### src/sv/sqlts_pkg.sv
package sqlts_pkg;

	localparam int MAX_RES    = 4;
	localparam int CNT_W      = $clog2(MAX_RES + 1);
	localparam int IDX_W      = $clog2(MAX_RES);
	localparam int FIFO_DEPTH = 8;
	localparam int PTR_W      = $clog2(FIFO_DEPTH);
	localparam int FCNT_W     = $clog2(FIFO_DEPTH + 1);
	localparam int WBUF_LEN   = 8;
	localparam int KW_NUM     = 22;

	typedef enum logic [7:0] {
		M_IDLE = 8'b0000_0001,
		M_LT   = 8'b0000_0010,
		M_GT   = 8'b0000_0100,
		M_BANG = 8'b0000_1000,
		M_STR  = 8'b0001_0000,
		M_ESC  = 8'b0010_0000,
		M_NUM  = 8'b0100_0000,
		M_ID   = 8'b1000_0000
	} mode_t;

	localparam logic [5:0] TK_EOF      = 6'd0;
	localparam logic [5:0] TK_SELECT   = 6'd1;
	localparam logic [5:0] TK_FROM     = 6'd2;
	localparam logic [5:0] TK_WHERE    = 6'd3;
	localparam logic [5:0] TK_INSERT   = 6'd4;
	localparam logic [5:0] TK_INTO     = 6'd5;
	localparam logic [5:0] TK_VALUES   = 6'd6;
	localparam logic [5:0] TK_CREATE   = 6'd7;
	localparam logic [5:0] TK_TABLE    = 6'd8;
	localparam logic [5:0] TK_DELETE   = 6'd9;
	localparam logic [5:0] TK_INT      = 6'd10;
	localparam logic [5:0] TK_VARCHAR  = 6'd11;
	localparam logic [5:0] TK_DECIMAL  = 6'd12;
	localparam logic [5:0] TK_DATETIME = 6'd13;
	localparam logic [5:0] TK_PRIMARY  = 6'd14;
	localparam logic [5:0] TK_KEY      = 6'd15;
	localparam logic [5:0] TK_NOT      = 6'd16;
	localparam logic [5:0] TK_NULL     = 6'd17;
	localparam logic [5:0] TK_IDENT    = 6'd20;
	localparam logic [5:0] TK_NUMBER   = 6'd21;
	localparam logic [5:0] TK_STRING   = 6'd22;
	localparam logic [5:0] TK_COMMA    = 6'd23;
	localparam logic [5:0] TK_LPAREN   = 6'd24;
	localparam logic [5:0] TK_RPAREN   = 6'd25;
	localparam logic [5:0] TK_STAR     = 6'd26;
	localparam logic [5:0] TK_EQ       = 6'd27;
	localparam logic [5:0] TK_LT       = 6'd28;
	localparam logic [5:0] TK_GT       = 6'd29;
	localparam logic [5:0] TK_LE       = 6'd30;
	localparam logic [5:0] TK_GE       = 6'd31;
	localparam logic [5:0] TK_NE       = 6'd32;
	localparam logic [5:0] TK_WITH     = 6'd33;
	localparam logic [5:0] TK_TTL      = 6'd34;
	localparam logic [5:0] TK_DOT      = 6'd35;
	localparam logic [5:0] TK_SEMI     = 6'd36;
	localparam logic [5:0] TK_INNER    = 6'd37;
	localparam logic [5:0] TK_JOIN     = 6'd38;
	localparam logic [5:0] TK_ON       = 6'd39;

	localparam logic [63:0] KW_TEXT [KW_NUM] = '{
		"SELECT", "FROM", "WHERE", "INSERT", "INTO", "VALUES", "CREATE", "TABLE",
		"DELETE", "INT", "VARCHAR", "DECIMAL", "DATETIME", "PRIMARY", "KEY", "NOT",
		"NULL", "WITH", "TTL", "INNER", "JOIN", "ON"
	};

	localparam logic [3:0] KW_LEN [KW_NUM] = '{
		4'd6, 4'd4, 4'd5, 4'd6, 4'd4, 4'd6, 4'd6, 4'd5,
		4'd6, 4'd3, 4'd7, 4'd7, 4'd8, 4'd7, 4'd3, 4'd3,
		4'd4, 4'd4, 4'd3, 4'd5, 4'd4, 4'd2
	};

	localparam logic [5:0] KW_CODE [KW_NUM] = '{
		TK_SELECT, TK_FROM, TK_WHERE, TK_INSERT, TK_INTO, TK_VALUES, TK_CREATE, TK_TABLE,
		TK_DELETE, TK_INT, TK_VARCHAR, TK_DECIMAL, TK_DATETIME, TK_PRIMARY, TK_KEY, TK_NOT,
		TK_NULL, TK_WITH, TK_TTL, TK_INNER, TK_JOIN, TK_ON
	};

	typedef struct packed {
		logic [7:0] text_byte;
		logic       byte_present;
		logic       end_of_text;
	} beat_t;

	typedef struct packed {
		logic       item_kind;
		logic [7:0] value_byte;
		logic [5:0] token_kind;
		logic       statement_done;
		logic       run_last;
	} res_t;

	function automatic logic is_digit(input logic [7:0] c);
		return c >= "0" && c <= "9";
	endfunction

	function automatic logic is_alpha(input logic [7:0] c);
		return (c >= "A" && c <= "Z") || (c >= "a" && c <= "z");
	endfunction

	function automatic logic is_space(input logic [7:0] c);
		return c == " " || (c >= 8'd9 && c <= 8'd13);
	endfunction

	function automatic logic [7:0] upcase(input logic [7:0] c);
		return (c >= "a" && c <= "z") ? c - 8'd32 : c;
	endfunction

	function automatic logic [5:0] op_code(input logic [7:0] c);
		logic [5:0] tk;
		unique case (c)
			"(":     tk = TK_LPAREN;
			")":     tk = TK_RPAREN;
			",":     tk = TK_COMMA;
			"*":     tk = TK_STAR;
			";":     tk = TK_SEMI;
			".":     tk = TK_DOT;
			"=":     tk = TK_EQ;
			default: tk = TK_EOF;
		endcase
		return tk;
	endfunction

	function automatic logic [5:0] kw_kind(input logic [WBUF_LEN-1:0][7:0] wb,
			input logic [3:0] len);
		logic [5:0] kind;
		logic       hit;
		logic [2:0] idx;
		kind = TK_IDENT;
		for (int k = KW_NUM - 1; k >= 0; k--) begin
			hit = (KW_LEN[k] == len);
			for (int i = 0; i < WBUF_LEN; i++) begin
				idx = 3'(int'(KW_LEN[k]) - 1 - i);
				if (i < int'(KW_LEN[k]) && wb[i] != KW_TEXT[k][idx*8 +: 8]) begin
					hit = 1'b0;
				end
			end
			if (hit) begin
				kind = KW_CODE[k];
			end
		end
		return kind;
	endfunction

	function automatic res_t mk_byte(input logic [7:0] c);
		res_t r;
		r = '0;
		r.value_byte = c;
		return r;
	endfunction

	function automatic res_t mk_end(input logic [5:0] tk);
		res_t r;
		r = '0;
		r.item_kind  = 1'b1;
		r.token_kind = tk;
		return r;
	endfunction

endpackage

### src/sv/sqlts_scan.sv
module sqlts_scan import sqlts_pkg::*; (
	input  logic                      clk,
	input  logic                      arst_n,
	input  logic                      go,
	input  beat_t                     beat,
	output res_t [MAX_RES-1:0]        res,
	output logic [CNT_W-1:0]          res_cnt
);

	mode_t                       mode_q, mode_b;
	logic                        qdbl_q, qdbl_n;
	logic [3:0]                  wlen_q, wlen_b, wlen_n;
	logic [WBUF_LEN-1:0][7:0]    wbuf_q, wbuf_b;
	logic [5:0]                  kw_n;
	logic [7:0]                  c;
	logic                        again;
	logic [5:0]                  op;
	logic [CNT_W-1:0]            n;

	assign c  = beat.text_byte;
	assign op = op_code(c);

	always_comb begin
		wbuf_b = wbuf_q;
		wlen_b = wlen_q;
		if (beat.byte_present) begin
			if (mode_q == M_ID && (is_alpha(c) || is_digit(c) || c == "_")) begin
				if (wlen_q < 4'd8) begin
					wbuf_b[wlen_q[2:0]] = upcase(c);
				end
				if (wlen_q < 4'd15) begin
					wlen_b = wlen_q + 4'd1;
				end
			end else if (mode_q != M_STR && mode_q != M_ESC && (is_alpha(c) || c == "_")) begin
				wbuf_b[0] = upcase(c);
				wlen_b    = 4'd1;
			end
		end
		wlen_n = beat.end_of_text ? 4'd0 : wlen_b;
	end

	assign kw_n = kw_kind(wbuf_b, wlen_b);

	always_comb begin
		res    = '0;
		n      = '0;
		mode_b = mode_q;
		qdbl_n = qdbl_q;
		again  = 1'b0;
		if (beat.byte_present) begin
			unique case (mode_q)
				M_LT: begin
					mode_b = M_IDLE;
					if (c == "=") begin
						res[n[IDX_W-1:0]] = mk_byte(c); n = n + CNT_W'(1);
						res[n[IDX_W-1:0]] = mk_end(TK_LE); n = n + CNT_W'(1);
					end else if (c == ">") begin
						res[n[IDX_W-1:0]] = mk_byte(c); n = n + CNT_W'(1);
						res[n[IDX_W-1:0]] = mk_end(TK_NE); n = n + CNT_W'(1);
					end else begin
						res[n[IDX_W-1:0]] = mk_end(TK_LT); n = n + CNT_W'(1);
						again = 1'b1;
					end
				end
				M_GT: begin
					mode_b = M_IDLE;
					if (c == "=") begin
						res[n[IDX_W-1:0]] = mk_byte(c); n = n + CNT_W'(1);
						res[n[IDX_W-1:0]] = mk_end(TK_GE); n = n + CNT_W'(1);
					end else begin
						res[n[IDX_W-1:0]] = mk_end(TK_GT); n = n + CNT_W'(1);
						again = 1'b1;
					end
				end
				M_BANG: begin
					mode_b = M_IDLE;
					if (c == "=") begin
						res[n[IDX_W-1:0]] = mk_byte("!"); n = n + CNT_W'(1);
						res[n[IDX_W-1:0]] = mk_byte(c); n = n + CNT_W'(1);
						res[n[IDX_W-1:0]] = mk_end(TK_NE); n = n + CNT_W'(1);
					end else begin
						again = 1'b1;
					end
				end
				M_STR: begin
					if (c == (qdbl_q ? "\"" : "'")) begin
						res[n[IDX_W-1:0]] = mk_end(TK_STRING); n = n + CNT_W'(1);
						mode_b = M_IDLE;
					end else if (c == "\\" && !beat.end_of_text) begin
						mode_b = M_ESC;
					end else begin
						res[n[IDX_W-1:0]] = mk_byte(c); n = n + CNT_W'(1);
					end
				end
				M_ESC: begin
					res[n[IDX_W-1:0]] = mk_byte(c); n = n + CNT_W'(1);
					mode_b = M_STR;
				end
				M_NUM: begin
					if (is_digit(c) || c == ".") begin
						res[n[IDX_W-1:0]] = mk_byte(c); n = n + CNT_W'(1);
					end else begin
						res[n[IDX_W-1:0]] = mk_end(TK_NUMBER); n = n + CNT_W'(1);
						mode_b = M_IDLE;
						again  = 1'b1;
					end
				end
				M_ID: begin
					if (is_alpha(c) || is_digit(c) || c == "_") begin
						res[n[IDX_W-1:0]] = mk_byte(c); n = n + CNT_W'(1);
					end else begin
						res[n[IDX_W-1:0]] = mk_end(kw_n); n = n + CNT_W'(1);
						mode_b = M_IDLE;
						again  = 1'b1;
					end
				end
				default: begin
					mode_b = M_IDLE;
					again  = 1'b1;
				end
			endcase
			if (again) begin
				if (op != TK_EOF) begin
					res[n[IDX_W-1:0]] = mk_byte(c); n = n + CNT_W'(1);
					res[n[IDX_W-1:0]] = mk_end(op); n = n + CNT_W'(1);
				end else if (c == "<") begin
					mode_b = M_LT;
					res[n[IDX_W-1:0]] = mk_byte(c); n = n + CNT_W'(1);
				end else if (c == ">") begin
					mode_b = M_GT;
					res[n[IDX_W-1:0]] = mk_byte(c); n = n + CNT_W'(1);
				end else if (c == "!") begin
					mode_b = M_BANG;
				end else if (c == "'" || c == "\"") begin
					mode_b = M_STR;
					qdbl_n = (c == "\"");
				end else if (is_digit(c)) begin
					mode_b = M_NUM;
					res[n[IDX_W-1:0]] = mk_byte(c); n = n + CNT_W'(1);
				end else if (is_alpha(c) || c == "_") begin
					mode_b = M_ID;
					res[n[IDX_W-1:0]] = mk_byte(c); n = n + CNT_W'(1);
				end
			end
		end
		if (beat.end_of_text) begin
			unique case (mode_b)
				M_LT: begin
					res[n[IDX_W-1:0]] = mk_end(TK_LT); n = n + CNT_W'(1);
				end
				M_GT: begin
					res[n[IDX_W-1:0]] = mk_end(TK_GT); n = n + CNT_W'(1);
				end
				M_STR: begin
					res[n[IDX_W-1:0]] = mk_end(TK_STRING); n = n + CNT_W'(1);
				end
				M_ESC: begin
					res[n[IDX_W-1:0]] = mk_byte("\\"); n = n + CNT_W'(1);
					res[n[IDX_W-1:0]] = mk_end(TK_STRING); n = n + CNT_W'(1);
				end
				M_NUM: begin
					res[n[IDX_W-1:0]] = mk_end(TK_NUMBER); n = n + CNT_W'(1);
				end
				M_ID: begin
					res[n[IDX_W-1:0]] = mk_end(kw_n); n = n + CNT_W'(1);
				end
				default: begin
				end
			endcase
			res[n[IDX_W-1:0]] = mk_end(TK_EOF);
			res[n[IDX_W-1:0]].statement_done = 1'b1;
			n = n + CNT_W'(1);
			mode_b = M_IDLE;
		end
		if (n != '0) begin
			res[IDX_W'(n - CNT_W'(1))].run_last = 1'b1;
		end
	end

	assign res_cnt = n;

	always_ff @(posedge clk or negedge arst_n) begin
		if (!arst_n) begin
			mode_q <= M_IDLE;
			qdbl_q <= 1'b0;
			wlen_q <= '0;
		end else if (go) begin
			mode_q <= mode_b;
			qdbl_q <= qdbl_n;
			wlen_q <= wlen_n;
		end
	end

	always_ff @(posedge clk) begin
		if (go) begin
			wbuf_q <= wbuf_b;
		end
	end

endmodule

### src/sv/sqlts_fifo.sv
module sqlts_fifo import sqlts_pkg::*; (
	input  logic                  clk,
	input  logic                  arst_n,
	input  logic [CNT_W-1:0]      push_cnt,
	input  res_t [MAX_RES-1:0]    push_data,
	input  logic                  pop,
	output res_t                  head,
	output logic                  not_empty,
	output logic                  room
);

	res_t               mem [FIFO_DEPTH];
	logic [PTR_W-1:0]   wr_ptr_q, rd_ptr_q;
	logic [FCNT_W-1:0]  count_q;

	assign head      = mem[rd_ptr_q];
	assign not_empty = count_q != '0;
	assign room      = count_q <= FCNT_W'(FIFO_DEPTH - MAX_RES);

	always_ff @(posedge clk) begin
		for (int k = 0; k < MAX_RES; k++) begin
			if (CNT_W'(k) < push_cnt) begin
				mem[wr_ptr_q + PTR_W'(k)] <= push_data[k];
			end
		end
	end

	always_ff @(posedge clk or negedge arst_n) begin
		if (!arst_n) begin
			wr_ptr_q <= '0;
			rd_ptr_q <= '0;
			count_q  <= '0;
		end else begin
			wr_ptr_q <= wr_ptr_q + PTR_W'(push_cnt);
			if (pop) begin
				rd_ptr_q <= rd_ptr_q + PTR_W'(1);
			end
			count_q <= count_q + FCNT_W'(push_cnt) - FCNT_W'(pop);
		end
	end

endmodule

### src/sv/sql_token_scanner.sv
// SQL token scanner: takes statement text one byte per input beat and emits
// token value bytes and token-end beats on the output channel.
// Input channel: in_valid / in_stall with text_byte, byte_present and
// end_of_text. Output channel: out_valid / out_stall with item_kind,
// value_byte, token_kind, statement_done and run_last (set on the last
// output beat caused by one input beat).
// An accepted beat is held in the input register; its output beats are
// made combinationally and written into the result queue, whose head
// drives the output. Throughput: one input beat per cycle unless stalled;
// each makes zero to four output beats, which drain one per cycle while
// out_stall is low through an 8-entry result queue. in_stall rises only
// with a beat in the input register and under four free queue entries.
// When the receiver raises out_stall the head beat holds and the queue
// fills; the input side then stalls.
// Reset empties the queue and the input register and returns the scanner
// to the between-tokens state.
module sql_token_scanner import sqlts_pkg::*; (
	input  logic        clk,
	input  logic        arst_n,
	input  logic        in_valid,
	output logic        in_stall,
	input  logic [7:0]  text_byte,
	input  logic        byte_present,
	input  logic        end_of_text,
	output logic        out_valid,
	input  logic        out_stall,
	output logic        item_kind,
	output logic [7:0]  value_byte,
	output logic [5:0]  token_kind,
	output logic        statement_done,
	output logic        run_last
);

	beat_t               beat_s1;
	logic                valid_s1;
	logic                room;
	logic                consume;
	res_t [MAX_RES-1:0]  res;
	logic [CNT_W-1:0]    res_cnt;
	logic [CNT_W-1:0]    push_cnt;
	res_t                head;
	logic                not_empty;
	logic                pop;

	assign consume  = valid_s1 && room;
	assign in_stall = valid_s1 && !room;
	assign push_cnt = consume ? res_cnt : '0;
	assign pop      = not_empty && !out_stall;

	always_ff @(posedge clk or negedge arst_n) begin
		if (!arst_n) begin
			valid_s1 <= 1'b0;
		end else if (in_valid && !in_stall) begin
			valid_s1 <= 1'b1;
		end else if (consume) begin
			valid_s1 <= 1'b0;
		end
	end

	always_ff @(posedge clk) begin
		if (in_valid && !in_stall) begin
			beat_s1 <= '{text_byte: text_byte, byte_present: byte_present,
				end_of_text: end_of_text};
		end
	end

	sqlts_scan u_scan (
		.clk     (clk),
		.arst_n  (arst_n),
		.go      (consume),
		.beat    (beat_s1),
		.res     (res),
		.res_cnt (res_cnt)
	);

	sqlts_fifo u_fifo (
		.clk       (clk),
		.arst_n    (arst_n),
		.push_cnt  (push_cnt),
		.push_data (res),
		.pop       (pop),
		.head      (head),
		.not_empty (not_empty),
		.room      (room)
	);

	assign out_valid      = not_empty;
	assign item_kind      = head.item_kind;
	assign value_byte     = head.value_byte;
	assign token_kind     = head.token_kind;
	assign statement_done = head.statement_done;
	assign run_last       = head.run_last;

endmodule
### config.mk
export PLATFORM = sky130hd
export DESIGN_NAME = sql_token_scanner
export DESIGN_NICKNAME = d
export VERILOG_FILES = /design/src/sv/sqlts_pkg.sv /design/src/sv/sqlts_scan.sv /design/src/sv/sqlts_fifo.sv /design/src/sv/sql_token_scanner.sv
export SDC_FILE = /design/constraint.sdc
export NUM_CORES = 1
export LEC_CHECK = 0
export BUFFER_PORTS_ARGS = -buffer_cell sky130_fd_sc_hd__buf_2
export CORE_MARGIN = 8
export CORE_UTILIZATION = 40
export CTS_CLUSTER_SIZE = 14
export DETAILED_ROUTE_END_ITERATION = 7
export SLEW_MARGIN = 30
export SYNTH_ARGS = -nofsm -noshare
export SYNTH_HDL_FRONTEND = slang
export SYNTH_SLANG_ARGS = --single-unit
export TNS_END_PERCENT = 20
### constraint.sdc
create_clock -name clk -period 12.2 [get_ports clk]
set_clock_uncertainty 0.15 [all_clocks]
set_input_delay 1.83 -clock clk [delete_from_list [all_inputs] [get_ports clk]]
set_output_delay 1.83 -clock clk [all_outputs]
set_load 0.05 [all_outputs]
# == Word-level counts from Yosys, hierarchy flattened ==
# Memory sizes are Yosys's and may differ from the RTL's.
# Index checks and enable logic that the tools add are counted.
# word_totals
mem_bits_rw,136
output_inout_bits,19
reg_bits,98
input_bits,14
latchBits,0
mem_bits_ro,0
n_memories,1
# mem_list
name,words,word_bits,read_ports,rd_ports_with_merged_regs,wr,line,text
u_fifo.mem,8,17,1,0,4,sqlts_fifo.sv:12,res_t mem [FIFO_DEPTH];
# classes
magnitude_cmp,27
mul,0
n_bitwise,25
n_div,0
addsub,15
n_reduce_logical,37
eq_ne,99
mux,247
shifts,0
# ops
operator,count
68-bit 2-to-1 mux,12
"8-bit by 7-bit != test with 1-bit output, second input constant",62
68-bit case mux with 6 select lines,1
68-bit bitwise mux,5
17-bit 2-to-1 mux,16
52-bit bitwise AND,5
52-bit NOT,5
17-bit demux with 2-bit select,7
8-bit 2-to-1 mux,18
6-bit 2-to-1 mux,22
64-bit 2-to-1 mux,2
1-bit 2-to-1 mux,127
17-bit case mux with 7 select lines,1
"8-bit by 6-bit equality test with 1-bit output, second input constant",14
16-bit OR,5
64-bit bitwise AND,1
64-bit bitwise mux,1
64-bit NOT,1
56-bit 2-to-1 mux,1
51-bit 2-to-1 mux,1
17-bit case mux with 3 select lines,1
48-bit bitwise AND,1
48-bit NOT,1
3-bit 2-to-1 mux,14
56 further kinds,126

# == Longest topological paths before layout ==
# depth
word_depth,56
ltp_mapped,31
mapped_depth_nobuf,28

# == Modules after synthesis ==
# Synthesis repeated with hierarchy kept, for this count alone.
# unflattened
hier_cells,2330
hier_area_um2,20704.9
# by_module_without_submodules
module,area_per_inst_um2,cells_per_inst,instances
sqlts_scan,10502.6,1446,1
sqlts_fifo,9813.2,864,1
sql_token_scanner,389.1,20,1

# == Worst setup path after synthesis ==
# OpenSTA, ideal clock, no wires.
# synth_timing
kind,flip-flop to flip-flop
start,register beat_s1[9] (netlist bit)
end,memory u_fifo.mem[1][0] (netlist bit) (enable)
path_buffers,4
setup_time_ns,0.452
t_arrival_ns,7.053
path_stages_with_launch,28
path_slack_ns,4.545
path_cell_list,edfxtp_1 > buf_2 > or2_2 > or4_1 > nand3b_1 > a21oi_1 > o21ai_0 > nand4_1 > inv_1 > ha_1 > a21oi_1 > nor2_1 > nor2_1 > o21ai_1 > inv_1 > ha_1 > clkbuf_1 > clkinv_1 > xnor2_2 > nand2_1 > o221ai_1 > o31ai_1 > and3_4 > buf_4 > buf_2 > nand3_1 > nand2_1 > o311ai_0
# synth_lines
element,line,text
from (decl),sql_token_scanner.sv:34,beat_t beat_s1;
from (signal assigned),sql_token_scanner.sv:62,"beat_s1 <= '{text_byte: text_byte, byte_present: byte_present,"
to (decl),sqlts_fifo.sv:12,

==> impl_metrics.yaml <==
global_route:
  antenna_found_initial: 1
  grt_overflow_total: 0
  grt_pass1_wl_um: 141000
  grt_usage_pct: 30.9
  grt_max_degree: 67
  grt_pass1_vias: 19900
clocking:
  clkTransAtPathRegs_ns: 0.06
  ctsRootBufferMaster: "clkbuf_16"
  cts_buffers: 29
  holdBufCountCts: 0
  worstSkewPairLatency_ns: 0.61
  clockBufferDepth: 3
  cts_max_level: 1
  cts_tree: "built"
  post_cts_resized: 0
  clock_sink_count: 234
  post-cts-setup-buffer-count: 0
worst_setup_path:
  start_kind: "flop"
  cp_max_fo: 25
  arrival_ns: 9.06
  max_stage_delay_ns: 0.84
  reg2reg_slack_ns: 3.26
  r2r_start: "beat_s1[2]"
  cp_common_cell: "nand2_1"
  endpoint_kind: "flop"
  r2r-end: "u_fifo.mem[6][9]"
  crit_path_cell_trace: "buf_4 -> and4bb_2 -> a32o_1 -> a22oi_4 -> nand2_1 -> a2bb2oi_2 -> o211ai_4 -> nor3_2 -> and3_1 -> nor2_1 -> nor2_1 -> a31oi_1 -> ha_1 -> inv_1 -> nand2_1 -> nand2_1 -> o31ai_1 -> and3_4 -> nor2_4 -> inv_2 -> or3_1 -> nand3_1 -> o21bai_4"
  r2r_cells: 23
  critPathSlowestCell: "or3_1"
  crit_required_ns: 12.32
  worstSetupPathType: "flop to flop"
floorplanning:
  die_w_um: 246
  fp-row-count: 84
  core_um2: 52300
  die-area_um2: 60400
  ios: 33
  chipHeight_um: 246
  start_util_pct: 40.3
place:
  place_inst: 2992
  dp_slack_ns: 3.33
  hpwl_um: 71400
  place_congestion: 1.02
  port_buffers: 32
detailed_routing:
  route.detailed.drc: 0
  vias: 21400
  via_per_inst: 7.03
  antenna_left: 0
  dr.first_iter.drc_count: 3327
  wl_per_cell_um: 31.8
  routed_wl_um: 96800
  dr.pass1.iters: 7
sta:
  worst_slack_ns: 3.26
  fin_hold_ws_ns: 0.391
  hold_viol: 0
  fmax_mhz: 112
  worstMarginPinSlew_ns: 1.05
  drv_slew: 0
  finalCritPeriodShare_pct: 73.3
  tns_ns: 0
  setup_viol: 0
  period_minus_slack_ns: 8.94
  rsz0062_at_grt: "no"
  slew_headroom_pct: 29.8
finish:
  register_area_um2: 6910
  fill_cells: 5180
  diodes: 0
  layout-drive-gt1-share_pct: 14.6
  multiInputGateArea_um2: 13300
  fin_nets: 2381
  instances_no_fill: 3048
  area_delta_synth_final_pct: 8.24
logic_synthesis:
  ys.flop_type: "edfxtp_1"
  netlist_instances: 2407
  yosysUniqueCellTypes: 135
  yosysTopAreaCell: "edfxtp_1"
  yosysTopAreaCellShare_pct: 29.9
  postSynthAreaPerCell_um2: 8.77
  synth_top_family_by_area: "compound AO/OA/AOI/OAI gates"
  synthesis.nets: 2451
  synth_area_leaders: "edfxtp_1 (30%), nand2_1 (5.3%), mux2i_1 (4.6%)"
  yosys_warnings: 0
  yosys.area_share.simple_pct: 23.9
  synth_xor_area_share_pct: 0.948
  synth_compound_area_share_pct: 25.1
  post_synth_fa_ha_maj_area_fraction_pct: 1.85
  synth_seq_cells: 234
  ys_async_sr_fraction_pct: 10.3
  synth_enable_flop_cells: 210
  synthMuxAreaShare_pct: 10.5
  ys_seq_area_share_pct: 32.7
  synthesis.area_um2: 21100
power_and_ir_drop:
  power_density_nw_per_um2: 251
  p_leak_nw: 8.07
  vdd_ir_drop_max_mv: 0.156
hold_path:
  hp-class: "flop to flop"
  worstHoldStart: "valid_s1"
  hold_end: "valid_s1"
  worstHoldPathCells: 2
run:
  cap_violations: 0
status:
  outcome: "complete, no violations"
==> layout by cell type (no fill, tap or decap), types with 51 or more instances in the layout <==
cell type	count
a21oi_1	120
o21ai_0	135
edfxtp_1	210
nand3_1	81
nor2_1	209
nand2_1	299
inv_1	51
buf_4	51
mux2i_1	98
o22ai_1	73
==> cell usage after synthesis, types with 10 or more instances <==
| master | number |
|---|---|
| nand2_1 | 299 |
| edfxtp_1 | 210 |
| nor2_1 | 209 |
| o21ai_0 | 137 |
| a21oi_1 | 121 |
| clkbuf_1 | 100 |
| mux2i_1 | 98 |
| nand3_1 | 81 |
| o22ai_1 | 76 |
| buf_2 | 56 |
| inv_1 | 52 |
| nor3_1 | 47 |
| a211oi_1 | 43 |
| nand4_1 | 43 |
| mux2_2 | 39 |
| nor4_1 | 38 |
| o21ai_1 | 36 |
| mux4_2 | 34 |
| nand2b_1 | 32 |
| and3_1 | 30 |
| o211ai_1 | 29 |
| ha_1 | 28 |
| a21o_1 | 25 |
| dfrtp_1 | 23 |
| or3_1 | 22 |
| a22oi_1 | 21 |
| a31oi_1 | 20 |
| o21a_1 | 20 |
| buf_1 | 17 |
| nand4b_1 | 17 |
| nor2b_1 | 17 |
| or2_2 | 15 |
| a211o_1 | 13 |
| a221oi_1 | 13 |
| o31ai_1 | 13 |
| nor3b_1 | 12 |
| o2111ai_1 | 12 |
| or4_1 | 12 |
| xnor2_1 | 12 |
| and2_1 | 11 |
| a31o_2 | 10 |
| nand3b_1 | 10 |
| nor4b_1 | 10 |
==> cells by family after synthesis <==
kind of cell             after synthesis
adder cells (fa/ha/maj)               30
AO/OA/AOI/OAI                        738
AND/OR/NAND/NOR                      967
buffers and inverters                242
XOR/XNOR                              22
multiplexers                         174
flip-flops                           234
==> stage by stage <==
| step | instance area (um2) | utilization [%] | power, mW |
|---|---|---|---|
| after global routing | 22900 | 43.7 | 5.98 |
| after global placement | 21700 | 41.5 | 4.68 |
| after CTS | 22800 | 43.6 | 5.66 |
| final | 22900 | 43.7 | 5.73 |
| after detailed placement | 21800 | 41.6 | 4.71 |
| after floorplan | 21100 | - | 3.66 |
==> power breakdown <==
part           switching, mW  leakage, nW  total (mW)  internal [mW]
clock                  0.389        0.476       0.935          0.546
sequential             0.189         2.15        1.42           1.23
combinational           2.36         5.44        3.38           1.02
==> layout make-up <==
cell class / count / share of cell area (%)
inverter: 56 / 0.920
clock inverter: 23 / 1.23
timing repair buffer: 85 / 2.47
multi-input combinational: 1931 / 58.2
tap: 688 / 3.77
sequential: 234 / 30.2
clock buffer: 31 / 3.21
==> worst max-delay path, delay by kind of cell (launching register included) <==
kind                       cells  cell delay (ns)
and+or+nand+nor               12             3.67
buffers and inverters          3             1.04
DFF                            1             0.79
adders and majority gates      1             0.35
AOI/OAI and AO/OA              7             2.53
==> metal layers <==
metal  share of wire (%)  GRT usage, %  wire length (um)
met5               0.013             0                13
met4                 4.2          11.6              4070
met3                  10          5.17              9650
met2                  44          47.6             42600
met1                  42          43.1             40500
==> registers in the layout, indices dropped and copies added (netlist names) <==
signal,cells
u_scan.wbuf_q,64
u_fifo.wr_ptr_q,3
u_scan.mode_q,8
valid_s1,1
beat_s1,10
u_fifo.count_q,4
u_scan.qdbl_q,1
u_fifo.mem,136
u_scan.wlen_q,4
u_fifo.rd_ptr_q,3
==> worst max-delay path by stage <==
stage / cells past startpoint / from / slack (ns) / end
2_1_floorplan: 27 / beat_s1[9] / 4.54 / u_fifo.mem[1][0]
3_5_place_dp: 23 / beat_s1[2] / 3.33 / u_fifo.mem[6][9]
3_3_place_gp: 24 / beat_s1[2] / 3.67 / u_fifo.mem[2][9]
5_1_grt: 23 / beat_s1[2] / 2.78 / u_fifo.mem[6][9]
4_1_cts: 23 / beat_s1[2] / 3.31 / u_fifo.mem[6][9]
6_report: 23 / beat_s1[2] / 3.26 / u_fifo.mem[6][9]
(Power assumes the default switching activity.)
